==> src/design/packed_bcd_string_adder_defines.svh <==
// Assertion macros used by the adder top level.
`ifndef PACKED_BCD_STRING_ADDER_DEFINES_SVH
`define PACKED_BCD_STRING_ADDER_DEFINES_SVH

// The consequent must hold in the same cycle as the antecedent.
`define PBSA_ASSERT_IMPLY(lbl, clk, rstn, ante, cons, msg) \
    lbl: assert property (@(posedge clk) disable iff (!(rstn)) (ante) |-> (cons)) \
        else $error(msg);

// The consequent must hold in the cycle after the antecedent.
`define PBSA_ASSERT_NEXT(lbl, clk, rstn, ante, cons, msg) \
    lbl: assert property (@(posedge clk) disable iff (!(rstn)) (ante) |=> (cons)) \
        else $error(msg);

`endif

==> src/design/pbsa_pkg.sv <==
`timescale 1ns / 1ps

package pbsa_pkg;

    localparam int MAX_DIGITS = 32;
    localparam int ADDR_W     = $clog2(MAX_DIGITS);
    localparam int LEN_W      = $clog2(MAX_DIGITS + 1);
    localparam int SUM_DEPTH  = MAX_DIGITS + 1;
    localparam int SUM_AW     = $clog2(SUM_DEPTH);
    localparam int CNT_W      = $clog2(MAX_DIGITS + 2);
    localparam int DIGIT_W    = 4;
    localparam int CMD_W      = 2;

    localparam logic [DIGIT_W-1:0] NIBBLE_END   = 4'hF;
    localparam logic [DIGIT_W-1:0] DIGIT_LIMIT  = 4'd10;
    localparam logic [DIGIT_W:0]   DECIMAL_BASE = 5'd10;

    localparam logic [CMD_W-1:0] CMD_LOAD_FIRST  = 2'd0;
    localparam logic [CMD_W-1:0] CMD_LOAD_SECOND = 2'd1;
    localparam logic [CMD_W-1:0] CMD_ADD         = 2'd2;
    localparam logic [CMD_W-1:0] CMD_UNUSED      = 2'd3;

    typedef struct packed {
        logic push_hi;
        logic push_lo;
        logic add_start;
        logic add_step;
        logic fix;
        logic emit_rd;
        logic out_load;
    } ctl_cmd_t;

    typedef struct packed {
        logic add_done;
        logic out_free;
        logic emit_last;
    } ctl_status_t;

endpackage

==> src/design/pbsa_ram.sv <==
`timescale 1ns / 1ps

module pbsa_ram #(
    parameter int WIDTH = 4,
    parameter int DEPTH = 32,
    localparam int AW = $clog2(DEPTH)
) (
    input  logic             aclk,
    input  logic             we,
    input  logic [AW-1:0]    waddr,
    input  logic [WIDTH-1:0] wdata,
    input  logic             re,
    input  logic [AW-1:0]    raddr,
    output logic [WIDTH-1:0] rdata
);

    logic [WIDTH-1:0] mem_reg [DEPTH];
    logic [WIDTH-1:0] rdata_reg;

    always_ff @(posedge aclk) begin
        if (we) begin
            mem_reg[waddr] <= wdata;
        end
        if (re) begin
            rdata_reg <= mem_reg[raddr];
        end
    end

    assign rdata = rdata_reg;

endmodule

==> src/design/pbsa_ctrl.sv <==
`timescale 1ns / 1ps

module pbsa_ctrl (
    input  logic                       aclk,
    input  logic                       aresetn,
    input  logic                       s_tvalid,
    input  logic [pbsa_pkg::CMD_W-1:0] s_tuser,
    output logic                       s_tready,
    input  pbsa_pkg::ctl_status_t      status,
    output pbsa_pkg::ctl_cmd_t         cmd
);

    localparam logic [2:0] ST_IDLE    = 3'd0;
    localparam logic [2:0] ST_LOAD_LO = 3'd1;
    localparam logic [2:0] ST_ADD     = 3'd2;
    localparam logic [2:0] ST_FIX     = 3'd3;
    localparam logic [2:0] ST_EMIT_RD = 3'd4;
    localparam logic [2:0] ST_EMIT_LD = 3'd5;

    logic [2:0] state_reg;
    logic [2:0] state_next;
    logic       accept;

    assign s_tready = (state_reg == ST_IDLE);
    assign accept   = s_tvalid && s_tready;

    always_comb begin
        state_next = state_reg;
        cmd        = '0;
        unique case (state_reg)
            ST_IDLE: begin
                if (accept) begin
                    priority if (s_tuser == pbsa_pkg::CMD_LOAD_FIRST ||
                                 s_tuser == pbsa_pkg::CMD_LOAD_SECOND) begin
                        cmd.push_hi = 1'b1;
                        state_next  = ST_LOAD_LO;
                    end else if (s_tuser == pbsa_pkg::CMD_ADD) begin
                        cmd.add_start = 1'b1;
                        state_next    = ST_ADD;
                    end else begin
                        state_next = ST_IDLE;
                    end
                end
            end
            ST_LOAD_LO: begin
                cmd.push_lo = 1'b1;
                state_next  = ST_IDLE;
            end
            ST_ADD: begin
                cmd.add_step = 1'b1;
                if (status.add_done) begin
                    state_next = ST_FIX;
                end
            end
            ST_FIX: begin
                cmd.fix    = 1'b1;
                state_next = ST_EMIT_RD;
            end
            ST_EMIT_RD: begin
                cmd.emit_rd = 1'b1;
                state_next  = ST_EMIT_LD;
            end
            ST_EMIT_LD: begin
                // The read data stays in the RAM output register until the
                // output stage can take it.
                if (status.out_free) begin
                    cmd.out_load = 1'b1;
                    state_next   = status.emit_last ? ST_IDLE : ST_EMIT_RD;
                end
            end
            default: begin
                state_next = ST_IDLE;
            end
        endcase
    end

    always_ff @(posedge aclk) begin
        if (!aresetn) begin
            state_reg <= ST_IDLE;
        end else begin
            state_reg <= state_next;
        end
    end

endmodule

==> src/design/pbsa_datapath.sv <==
`timescale 1ns / 1ps

module pbsa_datapath (
    input  logic                       aclk,
    input  logic                       aresetn,
    input  logic [7:0]                 s_tdata,
    input  logic [pbsa_pkg::CMD_W-1:0] s_tuser,
    input  pbsa_pkg::ctl_cmd_t         cmd,
    output pbsa_pkg::ctl_status_t      status,
    input  logic                       m_tready,
    output logic                       m_tvalid,
    output logic [7:0]                 m_tdata,
    output logic                       m_tlast,
    output logic                       m_tuser
);

    localparam int AW  = pbsa_pkg::ADDR_W;
    localparam int LW  = pbsa_pkg::LEN_W;
    localparam int SW  = pbsa_pkg::SUM_AW;
    localparam int CW  = pbsa_pkg::CNT_W;
    localparam int DW  = pbsa_pkg::DIGIT_W;

    // Operand bookkeeping.
    logic [LW-1:0] len1_reg, len1_next, len2_reg, len2_next;
    logic          closed1_reg, closed1_next, closed2_reg, closed2_next;
    logic          err_reg, err_next;
    logic          sel_reg, sel_next;
    logic [DW-1:0] lo_nib_reg, lo_nib_next;

    // Addition walk.
    logic [LW-1:0] n_reg, n_next;
    logic [LW-1:0] rd_idx_reg, rd_idx_next;
    logic [AW-1:0] wr_idx_reg, wr_idx_next;
    logic          pend_reg, pend_next;
    logic          a_ok_reg, a_ok_next, b_ok_reg, b_ok_next;
    logic          carry_reg, carry_next;

    // Emission.
    logic [CW-1:0] count_reg, count_next;
    logic [CW-1:0] k_reg, k_next;
    logic          sum_err_reg, sum_err_next;
    logic          m_valid_reg, m_valid_next;
    logic [DW-1:0] out_digit_reg, out_digit_next;
    logic          out_last_reg, out_last_next;
    logic          out_err_reg, out_err_next;

    // Push path.
    logic          push;
    logic [DW-1:0] nib;
    logic          sel;
    logic [LW-1:0] cur_len;
    logic          cur_closed;
    logic          is_end, is_bad, is_full, store_we;
    logic [DW-1:0] store_digit;

    // RAM ports.
    logic          we1, we2, re_ops;
    logic [AW-1:0] raddr1, raddr2;
    logic [DW-1:0] rdata1, rdata2;
    logic [LW-1:0] rpos1, rpos2;
    logic          sum_we, sum_re;
    logic [SW-1:0] sum_waddr, sum_raddr;
    logic [DW-1:0] sum_wdata, sum_rdata;
    logic [CW-1:0] emit_pos;

    logic          issue;
    logic [DW-1:0] a_dig, b_dig;
    logic [DW:0]   raw_sum;
    logic          ge_ten;
    logic [DW-1:0] step_digit;
    logic [DW:0]   step_diff;

    assign push = cmd.push_hi || cmd.push_lo;
    assign nib  = cmd.push_hi ? s_tdata[7:4] : lo_nib_reg;
    assign sel  = cmd.push_hi ? (s_tuser == pbsa_pkg::CMD_LOAD_SECOND) : sel_reg;

    assign cur_len     = sel ? len2_reg : len1_reg;
    assign cur_closed  = sel ? closed2_reg : closed1_reg;
    assign is_end      = (nib == pbsa_pkg::NIBBLE_END);
    assign is_bad      = !is_end && (nib >= pbsa_pkg::DIGIT_LIMIT);
    assign is_full     = (cur_len >= LW'(pbsa_pkg::MAX_DIGITS));
    assign store_we    = push && !cur_closed && !is_end && !is_full;
    assign store_digit = is_bad ? '0 : nib;
    assign we1         = store_we && !sel;
    assign we2         = store_we && sel;

    // Digits are stored most significant first, so digit i from the right
    // sits at position length - 1 - i.
    assign issue  = cmd.add_step && (rd_idx_reg != n_reg);
    assign re_ops = issue;
    assign rpos1  = len1_reg - LW'(1) - rd_idx_reg;
    assign rpos2  = len2_reg - LW'(1) - rd_idx_reg;
    assign raddr1 = rpos1[AW-1:0];
    assign raddr2 = rpos2[AW-1:0];

    assign a_dig      = a_ok_reg ? rdata1 : '0;
    assign b_dig      = b_ok_reg ? rdata2 : '0;
    assign raw_sum    = {1'b0, a_dig} + {1'b0, b_dig} + {{DW{1'b0}}, carry_reg};
    assign ge_ten     = (raw_sum >= pbsa_pkg::DECIMAL_BASE);
    assign step_diff  = raw_sum - pbsa_pkg::DECIMAL_BASE;
    assign step_digit = ge_ten ? step_diff[DW-1:0] : raw_sum[DW-1:0];

    always_comb begin
        if (cmd.fix) begin
            sum_we    = carry_reg || (n_reg == '0);
            sum_waddr = carry_reg ? SW'(n_reg) : '0;
            sum_wdata = carry_reg ? DW'(1) : '0;
        end else begin
            sum_we    = cmd.add_step && pend_reg;
            sum_waddr = SW'(wr_idx_reg);
            sum_wdata = step_digit;
        end
    end

    assign sum_re    = cmd.emit_rd;
    assign emit_pos  = count_reg - CW'(1) - k_reg;
    assign sum_raddr = emit_pos[SW-1:0];

    assign status.add_done  = (rd_idx_reg == n_reg);
    assign status.out_free  = !m_valid_reg || m_tready;
    assign status.emit_last = ((k_reg + CW'(1)) == count_reg);

    always_comb begin
        len1_next      = len1_reg;
        len2_next      = len2_reg;
        closed1_next   = closed1_reg;
        closed2_next   = closed2_reg;
        err_next       = err_reg;
        sel_next       = sel_reg;
        lo_nib_next    = lo_nib_reg;
        n_next         = n_reg;
        rd_idx_next    = rd_idx_reg;
        wr_idx_next    = wr_idx_reg;
        pend_next      = pend_reg;
        a_ok_next      = a_ok_reg;
        b_ok_next      = b_ok_reg;
        carry_next     = carry_reg;
        count_next     = count_reg;
        k_next         = k_reg;
        sum_err_next   = sum_err_reg;
        m_valid_next   = m_valid_reg;
        out_digit_next = out_digit_reg;
        out_last_next  = out_last_reg;
        out_err_next   = out_err_reg;

        if (cmd.push_hi) begin
            sel_next    = sel;
            lo_nib_next = s_tdata[3:0];
        end

        if (push && !cur_closed) begin
            if (is_end) begin
                if (sel) begin
                    closed2_next = 1'b1;
                end else begin
                    closed1_next = 1'b1;
                end
            end else begin
                if (is_bad || is_full) begin
                    err_next = 1'b1;
                end
                if (!is_full) begin
                    if (sel) begin
                        len2_next = len2_reg + LW'(1);
                    end else begin
                        len1_next = len1_reg + LW'(1);
                    end
                end
            end
        end

        if (cmd.add_start) begin
            n_next      = (len1_reg > len2_reg) ? len1_reg : len2_reg;
            rd_idx_next = '0;
            pend_next   = 1'b0;
            carry_next  = 1'b0;
        end

        if (cmd.add_step) begin
            pend_next = issue;
            if (issue) begin
                a_ok_next   = (rd_idx_reg < len1_reg);
                b_ok_next   = (rd_idx_reg < len2_reg);
                wr_idx_next = rd_idx_reg[AW-1:0];
                rd_idx_next = rd_idx_reg + LW'(1);
            end
            if (pend_reg) begin
                carry_next = ge_ten;
            end
        end

        if (cmd.fix) begin
            if (carry_reg) begin
                count_next = CW'(n_reg) + CW'(1);
            end else if (n_reg == '0) begin
                count_next = CW'(1);
            end else begin
                count_next = CW'(n_reg);
            end
            k_next       = '0;
            sum_err_next = err_reg;
            len1_next    = '0;
            len2_next    = '0;
            closed1_next = 1'b0;
            closed2_next = 1'b0;
            err_next     = 1'b0;
        end

        if (cmd.out_load) begin
            m_valid_next   = 1'b1;
            out_digit_next = sum_rdata;
            out_last_next  = status.emit_last;
            out_err_next   = sum_err_reg;
            k_next         = k_reg + CW'(1);
        end else if (m_tready) begin
            m_valid_next = 1'b0;
        end
    end

    always_ff @(posedge aclk) begin
        if (!aresetn) begin
            len1_reg    <= '0;
            len2_reg    <= '0;
            closed1_reg <= 1'b0;
            closed2_reg <= 1'b0;
            err_reg     <= 1'b0;
            n_reg       <= '0;
            rd_idx_reg  <= '0;
            pend_reg    <= 1'b0;
            carry_reg   <= 1'b0;
            count_reg   <= '0;
            k_reg       <= '0;
            m_valid_reg <= 1'b0;
        end else begin
            len1_reg    <= len1_next;
            len2_reg    <= len2_next;
            closed1_reg <= closed1_next;
            closed2_reg <= closed2_next;
            err_reg     <= err_next;
            n_reg       <= n_next;
            rd_idx_reg  <= rd_idx_next;
            pend_reg    <= pend_next;
            carry_reg   <= carry_next;
            count_reg   <= count_next;
            k_reg       <= k_next;
            m_valid_reg <= m_valid_next;
        end
    end

    always_ff @(posedge aclk) begin
        sel_reg       <= sel_next;
        lo_nib_reg    <= lo_nib_next;
        wr_idx_reg    <= wr_idx_next;
        a_ok_reg      <= a_ok_next;
        b_ok_reg      <= b_ok_next;
        sum_err_reg   <= sum_err_next;
        out_digit_reg <= out_digit_next;
        out_last_reg  <= out_last_next;
        out_err_reg   <= out_err_next;
    end

    pbsa_ram #(
        .WIDTH (DW),
        .DEPTH (pbsa_pkg::MAX_DIGITS)
    ) u_first_ram (
        .aclk  (aclk),
        .we    (we1),
        .waddr (cur_len[AW-1:0]),
        .wdata (store_digit),
        .re    (re_ops),
        .raddr (raddr1),
        .rdata (rdata1)
    );

    pbsa_ram #(
        .WIDTH (DW),
        .DEPTH (pbsa_pkg::MAX_DIGITS)
    ) u_second_ram (
        .aclk  (aclk),
        .we    (we2),
        .waddr (cur_len[AW-1:0]),
        .wdata (store_digit),
        .re    (re_ops),
        .raddr (raddr2),
        .rdata (rdata2)
    );

    pbsa_ram #(
        .WIDTH (DW),
        .DEPTH (pbsa_pkg::SUM_DEPTH)
    ) u_sum_ram (
        .aclk  (aclk),
        .we    (sum_we),
        .waddr (sum_waddr),
        .wdata (sum_wdata),
        .re    (sum_re),
        .raddr (sum_raddr),
        .rdata (sum_rdata)
    );

    assign m_tvalid = m_valid_reg;
    assign m_tdata  = {{(8 - DW){1'b0}}, out_digit_reg};
    assign m_tlast  = out_last_reg;
    assign m_tuser  = out_err_reg;

endmodule

==> src/design/packed_bcd_string_adder.sv <==
// A load transaction stores the high nibble on acceptance and the low nibble in the next cycle.
// An add of n digits walks the operand RAMs one digit per cycle, then a fix step writes the carry.
// The sum is then read back from the sum RAM, most significant digit first, each read waiting
// until the output stage is free; input is ready again once the last digit is in that stage.
// Reset (aresetn, synchronous, active low) clears lengths, flags, the state and the output valid;
// the digit RAMs are not cleared, and data read from them is only used where it has been written.
`timescale 1ns / 1ps

`include "packed_bcd_string_adder_defines.svh"

module packed_bcd_string_adder (
    input  logic       aclk,
    input  logic       aresetn,
    input  logic       s_axis_tvalid,
    output logic       s_axis_tready,
    input  logic [7:0] s_axis_tdata,   // [7:0] operand_byte
    input  logic [1:0] s_axis_tuser,   // [1:0] cmd
    output logic       m_axis_tvalid,
    input  logic       m_axis_tready,
    output logic [7:0] m_axis_tdata,   // [3:0] sum_digit, [7:4] zero
    output logic       m_axis_tlast,
    output logic [0:0] m_axis_tuser    // [0] input_error
);

    pbsa_pkg::ctl_cmd_t    ctl_cmd;
    pbsa_pkg::ctl_status_t ctl_status;

    pbsa_ctrl u_ctrl (
        .aclk     (aclk),
        .aresetn  (aresetn),
        .s_tvalid (s_axis_tvalid),
        .s_tuser  (s_axis_tuser),
        .s_tready (s_axis_tready),
        .status   (ctl_status),
        .cmd      (ctl_cmd)
    );

    pbsa_datapath u_datapath (
        .aclk     (aclk),
        .aresetn  (aresetn),
        .s_tdata  (s_axis_tdata),
        .s_tuser  (s_axis_tuser),
        .cmd      (ctl_cmd),
        .status   (ctl_status),
        .m_tready (m_axis_tready),
        .m_tvalid (m_axis_tvalid),
        .m_tdata  (m_axis_tdata),
        .m_tlast  (m_axis_tlast),
        .m_tuser  (m_axis_tuser[0])
    );

    `PBSA_ASSERT_IMPLY(a_cmd_exclusive, aclk, aresetn, 1'b1, $onehot0(ctl_cmd),
        "controller issued two commands at once")
    `PBSA_ASSERT_IMPLY(a_load_when_free, aclk, aresetn, ctl_cmd.out_load,
        (!m_axis_tvalid || m_axis_tready), "output stage overwritten while a digit was waiting")
    `PBSA_ASSERT_NEXT(a_busy_after_work, aclk, aresetn,
        (s_axis_tvalid && s_axis_tready && (s_axis_tuser != pbsa_pkg::CMD_UNUSED)),
        !s_axis_tready, "input still ready while a transaction is in progress")
    `PBSA_ASSERT_IMPLY(a_digit_decimal, aclk, aresetn, m_axis_tvalid,
        ((m_axis_tdata[3:0] <= 4'd9) && (m_axis_tdata[7:4] == 4'd0)),
        "emitted digit is not decimal")

endmodule
==> config.mk <==
export PLATFORM = sky130hd
export DESIGN_NAME = packed_bcd_string_adder
export DESIGN_NICKNAME = d
export VERILOG_FILES = /design/src/design/pbsa_pkg.sv /design/src/design/pbsa_ram.sv /design/src/design/pbsa_ctrl.sv /design/src/design/pbsa_datapath.sv /design/src/design/packed_bcd_string_adder.sv
export VERILOG_INCLUDE_DIRS = /design/src /design/src/design
export SDC_FILE = /design/constraint.sdc
export NUM_CORES = 1
export LEC_CHECK = 0
export BUFFER_PORTS_ARGS = -buffer_cell sky130_fd_sc_hd__buf_4
export CAP_MARGIN = 20
export CORE_ASPECT_RATIO = 2
export CORE_MARGIN = 4
export CORE_UTILIZATION = 65
export DETAILED_ROUTE_END_ITERATION = 8
export GPL_TIMING_DRIVEN = 0
export MAX_ROUTING_LAYER = met4
export PLACE_DENSITY = 0.81
export SLEW_MARGIN = 0
export SYNTH_ARGS = -nofsm -noshare
export SYNTH_HDL_FRONTEND = slang
export SYNTH_HIERARCHICAL = 1
export SYNTH_SLANG_ARGS = --single-unit
export TNS_END_PERCENT = 30
==> constraint.sdc <==
create_clock -name aclk -period 9.4 [get_ports aclk]
set_input_delay 1.41 -clock aclk [delete_from_list [all_inputs] [get_ports aclk]]
set_output_delay 1.41 -clock aclk [all_outputs]
set_load 0.05 [all_outputs]
Word level (Yosys, flattened, before mapping)
Memory sizes are Yosys's and may differ from the RTL's. A register that Yosys moved wholly into a read port is not among the register bits.
Index checks and enable logic that the tools add are counted.
- muxes and demuxes: 54
- equal/unequal tests: 14
- reduce and logical (&&, ||, !) cells: 33
- order comparisons: 6
- $add $sub $neg: 14
- bitwise operators: 4
- operators by type and width (kind ; number):
    $mux 6 ; 11
    $add 6x1->6 const B ; 5
    $mux 1 ; 30
    $mux 4 ; 6
    $pmux 3 s5 ; 1
    $eq 6x6->1 ; 2
    $lt 6x6->1 ; 2
    $mux 3 ; 4
    $reduce_and 3->1 ; 4
    $sub 5x1->5 const B ; 2
    $sub 5x5->5 ; 2
    $logic_and 1x1->1 ; 9
    $reduce_and 4->1 ; 2
    $eq 3x2->1 const B ; 2
    $eq 3x3->1 const B ; 2
    $ge 6x6->1 const B ; 1
    $gt 6x6->1 ; 1
    $logic_not 6->1 ; 1
    $ne 2x2->1 const B ; 3
    $ne 6x6->1 ; 1
    $reduce_bool 2->1 ; 3
    $sub 6x1->6 const B ; 1
    $sub 6x6->6 ; 1
    $add 4x4->5 ; 1
    other kinds (16) ; 28
- output and inout bits: 12
- logic and storage cells: 150
- bits in registers: 64
- memories kept: 3
- bits in writable memories: 388
- input port bits: 14
- memory list (memory ; depth ; width ; rd ports ; clocked after memory_dff ; write ports ; RTL line ; RTL):
    u_datapath.u_sum_ram.mem_reg ; 33 ; 4 ; 1 ; 1 ; 1 ; pbsa_ram.sv:17 ; logic [WIDTH-1:0] mem_reg [DEPTH];
    u_datapath.u_first_ram.mem_reg ; 32 ; 4 ; 1 ; 1 ; 1 ; pbsa_ram.sv:17 ;
    u_datapath.u_second_ram.mem_reg ; 32 ; 4 ; 1 ; 1 ; 1 ; pbsa_ram.sv:17 ;

Longest topological paths before layout
- depth after elaboration: 14
- mapped depth: 12
- depth with buffers taken out: 10

Hierarchy
The synthesis kept the hierarchy.
- by module, submodules not included (module ; area an instance (um2) ; cells an instance ; sequential area each (um2) ; instances):
    pbsa_ram at u_datapath.u_first_ram ... ; 5178.7 ; 231 ; 3963.8 ; 2
    pbsa_ram at u_datapath.u_sum_ram ; 5520.3 ; 325 ; 4083.9 ; 1
    pbsa_datapath ; 4186.5 ; 469 ; 1411.4 ; 1
    pbsa_ctrl ; 235.2 ; 30 ; 60.1 ; 1

Worst setup path after synthesis
No wires, ideal clock.
- path kind: in2reg
- from: in s_axis_tvalid
- to: mem u_datapath.u_first_ram.mem_reg[0][0], data pin
- required time: 8.900 ns
- library setup time: 0.500 ns
- data arrival time: 4.336 ns
- setup slack: 4.565 ns
- cell stages on the path: 5
- path buffers: 1
- cell sequence: nor3b_1 > buf_4 > mux2i_1 > a211oi_1 > nor2_1
- word-level cells in the longest chain between the ends: 8
- elaborated cells on any way between the ends: 9
- classes of those cells: 1 x order compare; 1 x eq/ne; 4 x mux; 3 x reduce/logical
- ends and longest elaborated chain (item ; RTL line ; RTL):
    start: declaration ; packed_bcd_string_adder.sv:14 ; input logic s_axis_tvalid,
    $logic_and 1x1->1 * ; pbsa_ctrl.sv:25 ; assign accept = s_tvalid && s_tready;
    $mux 1 * ; pbsa_ctrl.sv:32 ; if (accept) begin
    $mux 1 * ; pbsa_ctrl.sv:30 ; unique case (state_reg)
    $mux 4 * ; pbsa_datapath.sv:74 ; assign nib = cmd.push_hi ? s_tdata[7:4] : lo_nib_reg;
    branches (longest 3 deep; another with $ge 4x4->1) ; n/a ;
    $mux 4 * ; pbsa_datapath.sv:83 ; assign store_digit = is_bad ? '0 : nib;
    net u_datapath.store_digit[0] ; pbsa_datapath.sv:54 ; logic [DW-1:0] store_digit;
    end: declaration ; pbsa_ram.sv:17 ;
Mark *: on every way through the listed nets, which the timed path passes.

==> summary.md <==
| Metric | Value |
|---|---|
| Die width | 133 um |
| Ports | 26 |
| Crit. End Element | flop |
| Clock tree root buffer cell | clkbuf_16 |
| Status | completed |
| Post-CTS Resized | 0 |
| LEAKAGE | 0.00790 uW |
| RSZ-0062 raised after global routing | no |
| Antenna diodes | 0 |
| Crit share post-route | 48.1% |
| Relative slew slack | 32.4% |
| Synth cell types | 68 |
| Post-DR wirelength/cell | 24.0 um |
| Layout area overhead | 10.6% |
| Peak supply drop | 0.191 mV |
| Final Instance Area | 0.0225 mm^2 |
| Final net count | 1,423 |
| Number of synthesized flops with an enable pin | 419 |
| Startpoint types | input pin |
| Initial antenna violation count | 0 |
| CP Class | input pin to flop |
| Fin. max-slew vios | 0 |
| # H-tree levels | 2 |
| Post-route ant nets | 0 |
| CTS Sinks | 464 |
| Drt first pass iters | 5 |
| Die Y | 258 um |
| Max cap viols | 0 |
| Worst-skew pair later-pin latency | 0.54 ns |
| Post-synthesis sequential area ratio | 66.4% |
| Most frequent cells in the layout | edfxtp_1, nor2_1, mux4_2 |
| Max FO, Critical Path | 10 |
| Largest net degree at the start of global routing | 49 |
| Final GP Congestion | 0.922 |
| Mapped Area | 0.0203 mm^2 |
| Commonest non-fill, non-tap cell in the layout | edfxtp_1 |
| Core area | 0.0309 mm^2 |
| Worst setup startpoint | s_axis_tuser[1] |
| Crit Reg-Reg Endpoint | u_datapath/u_first_ram/mem_reg[24][0] |
| Seq cells post-synth | 464 |
| Clk buf depth | 3 |
| Iter 0 DRT Violations | 820 |
| Routed vias/inst | 6.26 |
| Worst flop-to-flop path startpoint | u_ctrl/state_reg[0] |
| Final HPWL DP | 31,100 um |
| CTS tree | done |
| Die ar. | 0.0343 mm^2 |
| I/O Buffers | 21 |
| Reg2reg setup slack | 5.12 ns |
| Tmin final | 4.52 ns |
| Hold_buf cts | 0 |
| Worst hold path class | flop to flop |
| Hold path startpoint | u_datapath/u_sum_ram/rdata[0] |
| Final setup vio count | 0 |
| Fin. Hold Viols | 0 |
| Crit path required time | 9.59 ns |
| WL final | 43,400 um |
| Via count | 11,300 |
| Slew @ Worst Pin | 1.00 ns |
| Layout cells sized above 1 | 17.5% |
| Cells on worst reg2reg path | 13 |
| Max Clock Freq | 221 MHz |
| Starting Density | 65.8% |
| First-pass GRT wire length | 66,600 um |
| Number of global-route vias before repair | 11,800 |
| Setup repair bufs after CTS | 0 |
| Power per cell area | 187 mW/mm^2 |
| Largest register FFs | 132 |
| GRT Total Usage | 26.6% |
| Yosys warning count | 6 |
| Post-Syn Instances | 1,286 |
| Total negative slack | 0 ns |
| Ys flop type | edfxtp_1 |
| Drc violations | 0 |
| Worst EP arrival | 4.71 ns |
| Asr flop ratio synth | 0% |
| Synthesized area per cell | 15.8 um^2 |
| Worst-path clk slew | 0.06 ns |
| Critical path endpoint | u_datapath/u_first_ram/mem_reg[24][0] |
| Grt ovf | 0 |
| Skew final | 0.0190 ns |
| Num CTS Buffers | 38 |
| Worst hold margin | 0.412 ns |
| Cell row count | 91 |
| Placed cell areas | 0.0212 mm^2 |
## worst min path at each step
stage                                  end  slack, ns  depth (start not counted)
4_1_cts        u_datapath/out_digit_reg[0]       0.42                          0
6_report       u_datapath/out_digit_reg[0]       0.41                          0
2_1_floorplan           u_datapath/m_tuser       0.40                          0
3_5_place_dp   u_datapath/out_digit_reg[0]       0.40                          0
3_3_place_gp   u_datapath/out_digit_reg[1]       0.40                          0
5_1_grt        u_datapath/out_digit_reg[0]       0.43                          0
## power by group
| part | internal (uW) | switching (uW) | leakage, uW |
|---|---|---|---|
| Sequential | 2290 | 7.71 | 0.00417 |
| Combinational | 157 | 215 | 0.00314 |
| Clock | 848 | 696 | 0.000594 |
| Total | 3290 | 918 | 0.00790 |
## synthesized netlist by cell type (all sizes together) (3+ instances only)
cell type	count	area share (%)
o21ai	28	0.71
dfxtp	45	4.4
buf	32	1.2
mux2i	78	3.8
xnor2	20	0.86
a21oi	27	0.67
o211ai	3	0.11
and3	4	0.12
nand2	57	1.1
a221oi	8	0.44
nand3	25	0.62
o21a	14	0.52
nor3	13	0.32
nand2b	8	0.25
a22o	10	0.43
or4	4	0.17
or3b	8	0.35
ha	41	2.5
xor2	11	0.47
and2	8	0.25
mux2	11	0.63
mux4	80	8.9
nor2	131	2.4
fa	5	0.49
a211oi	6	0.25
clkbuf	27	0.50
or2	4	0.12
inv	38	0.70
nor2b	17	0.52
nand3b	16	0.59
a31oi	3	0.092
a22oi	18	0.67
o22ai	5	0.15
o31ai	4	0.22
nor3b	5	0.18
o211a	6	0.30
a21o	8	0.30
edfxtp	419	62
o41ai	4	0.32
or3	4	0.12
o221a	6	0.33
nand4	8	0.25
## logic make-up (layout without fill, tap and decap cells)
group,Yosys count,in the layout,synth area share [%]
fa+ha+maj,46,46,3.02
compound gates,163,163,6.03
flops,464,464,66.4
simple gates,315,315,7.46
xor+xnor,31,31,1.34
other cells,1,4,0.0185
buf+inv,97,199,2.36
mux,169,169,13.4
## critical path, stage by stage
cell and delay, ns:
buf_4 0.12, nor3b_1 0.23, buf_2 0.25, buf_4 0.21, nor2b_1 0.06, nand4_1 0.10
o21ai_1 0.26, nor3_1 0.83, or3b_2 0.50, clkbuf_1 0.28, nor2_1 0.44
## stage by stage
stage / worst slack [ns] / util (%) / std cells / power, uW
global route: 4.68 / 72.8 / 1809 / 4350
finish: 4.88 / 72.8 / 1809 / 4210
floorplan: 4.56 / - / 1289 / 2580
CTS: 4.28 / 72.7 / 1807 / 4240
global placement: 2.44 / 68.0 / 1728 / 2680
detailed placement: 3.79 / 68.8 / 1739 / 2710
## per-layer routing
layer | routed length (um) | vias to the layer above | global-route usage (%)
li1 | - | 5136 | -
met5 | 0 | - | -
met3 | 1550 | 159 | 3.10
met1 | 13300 | 5663 | 24.4
met4 | 2910 | 0 | 15.1
met2 | 25600 | 374 | 51.5
## area by class of cell
class                   instances  area (um^2)
clock inverters                27          238
fillers                      1917         8400
multi-input cells             728         6400
clock buffers                  41          983
plain buffers                  59          337
inverters                      38          143
repair buffers                 34          355
well taps                     418          523
flip-flops and latches        464        13500
No activity file was read; power rests on OpenSTA's default activity.
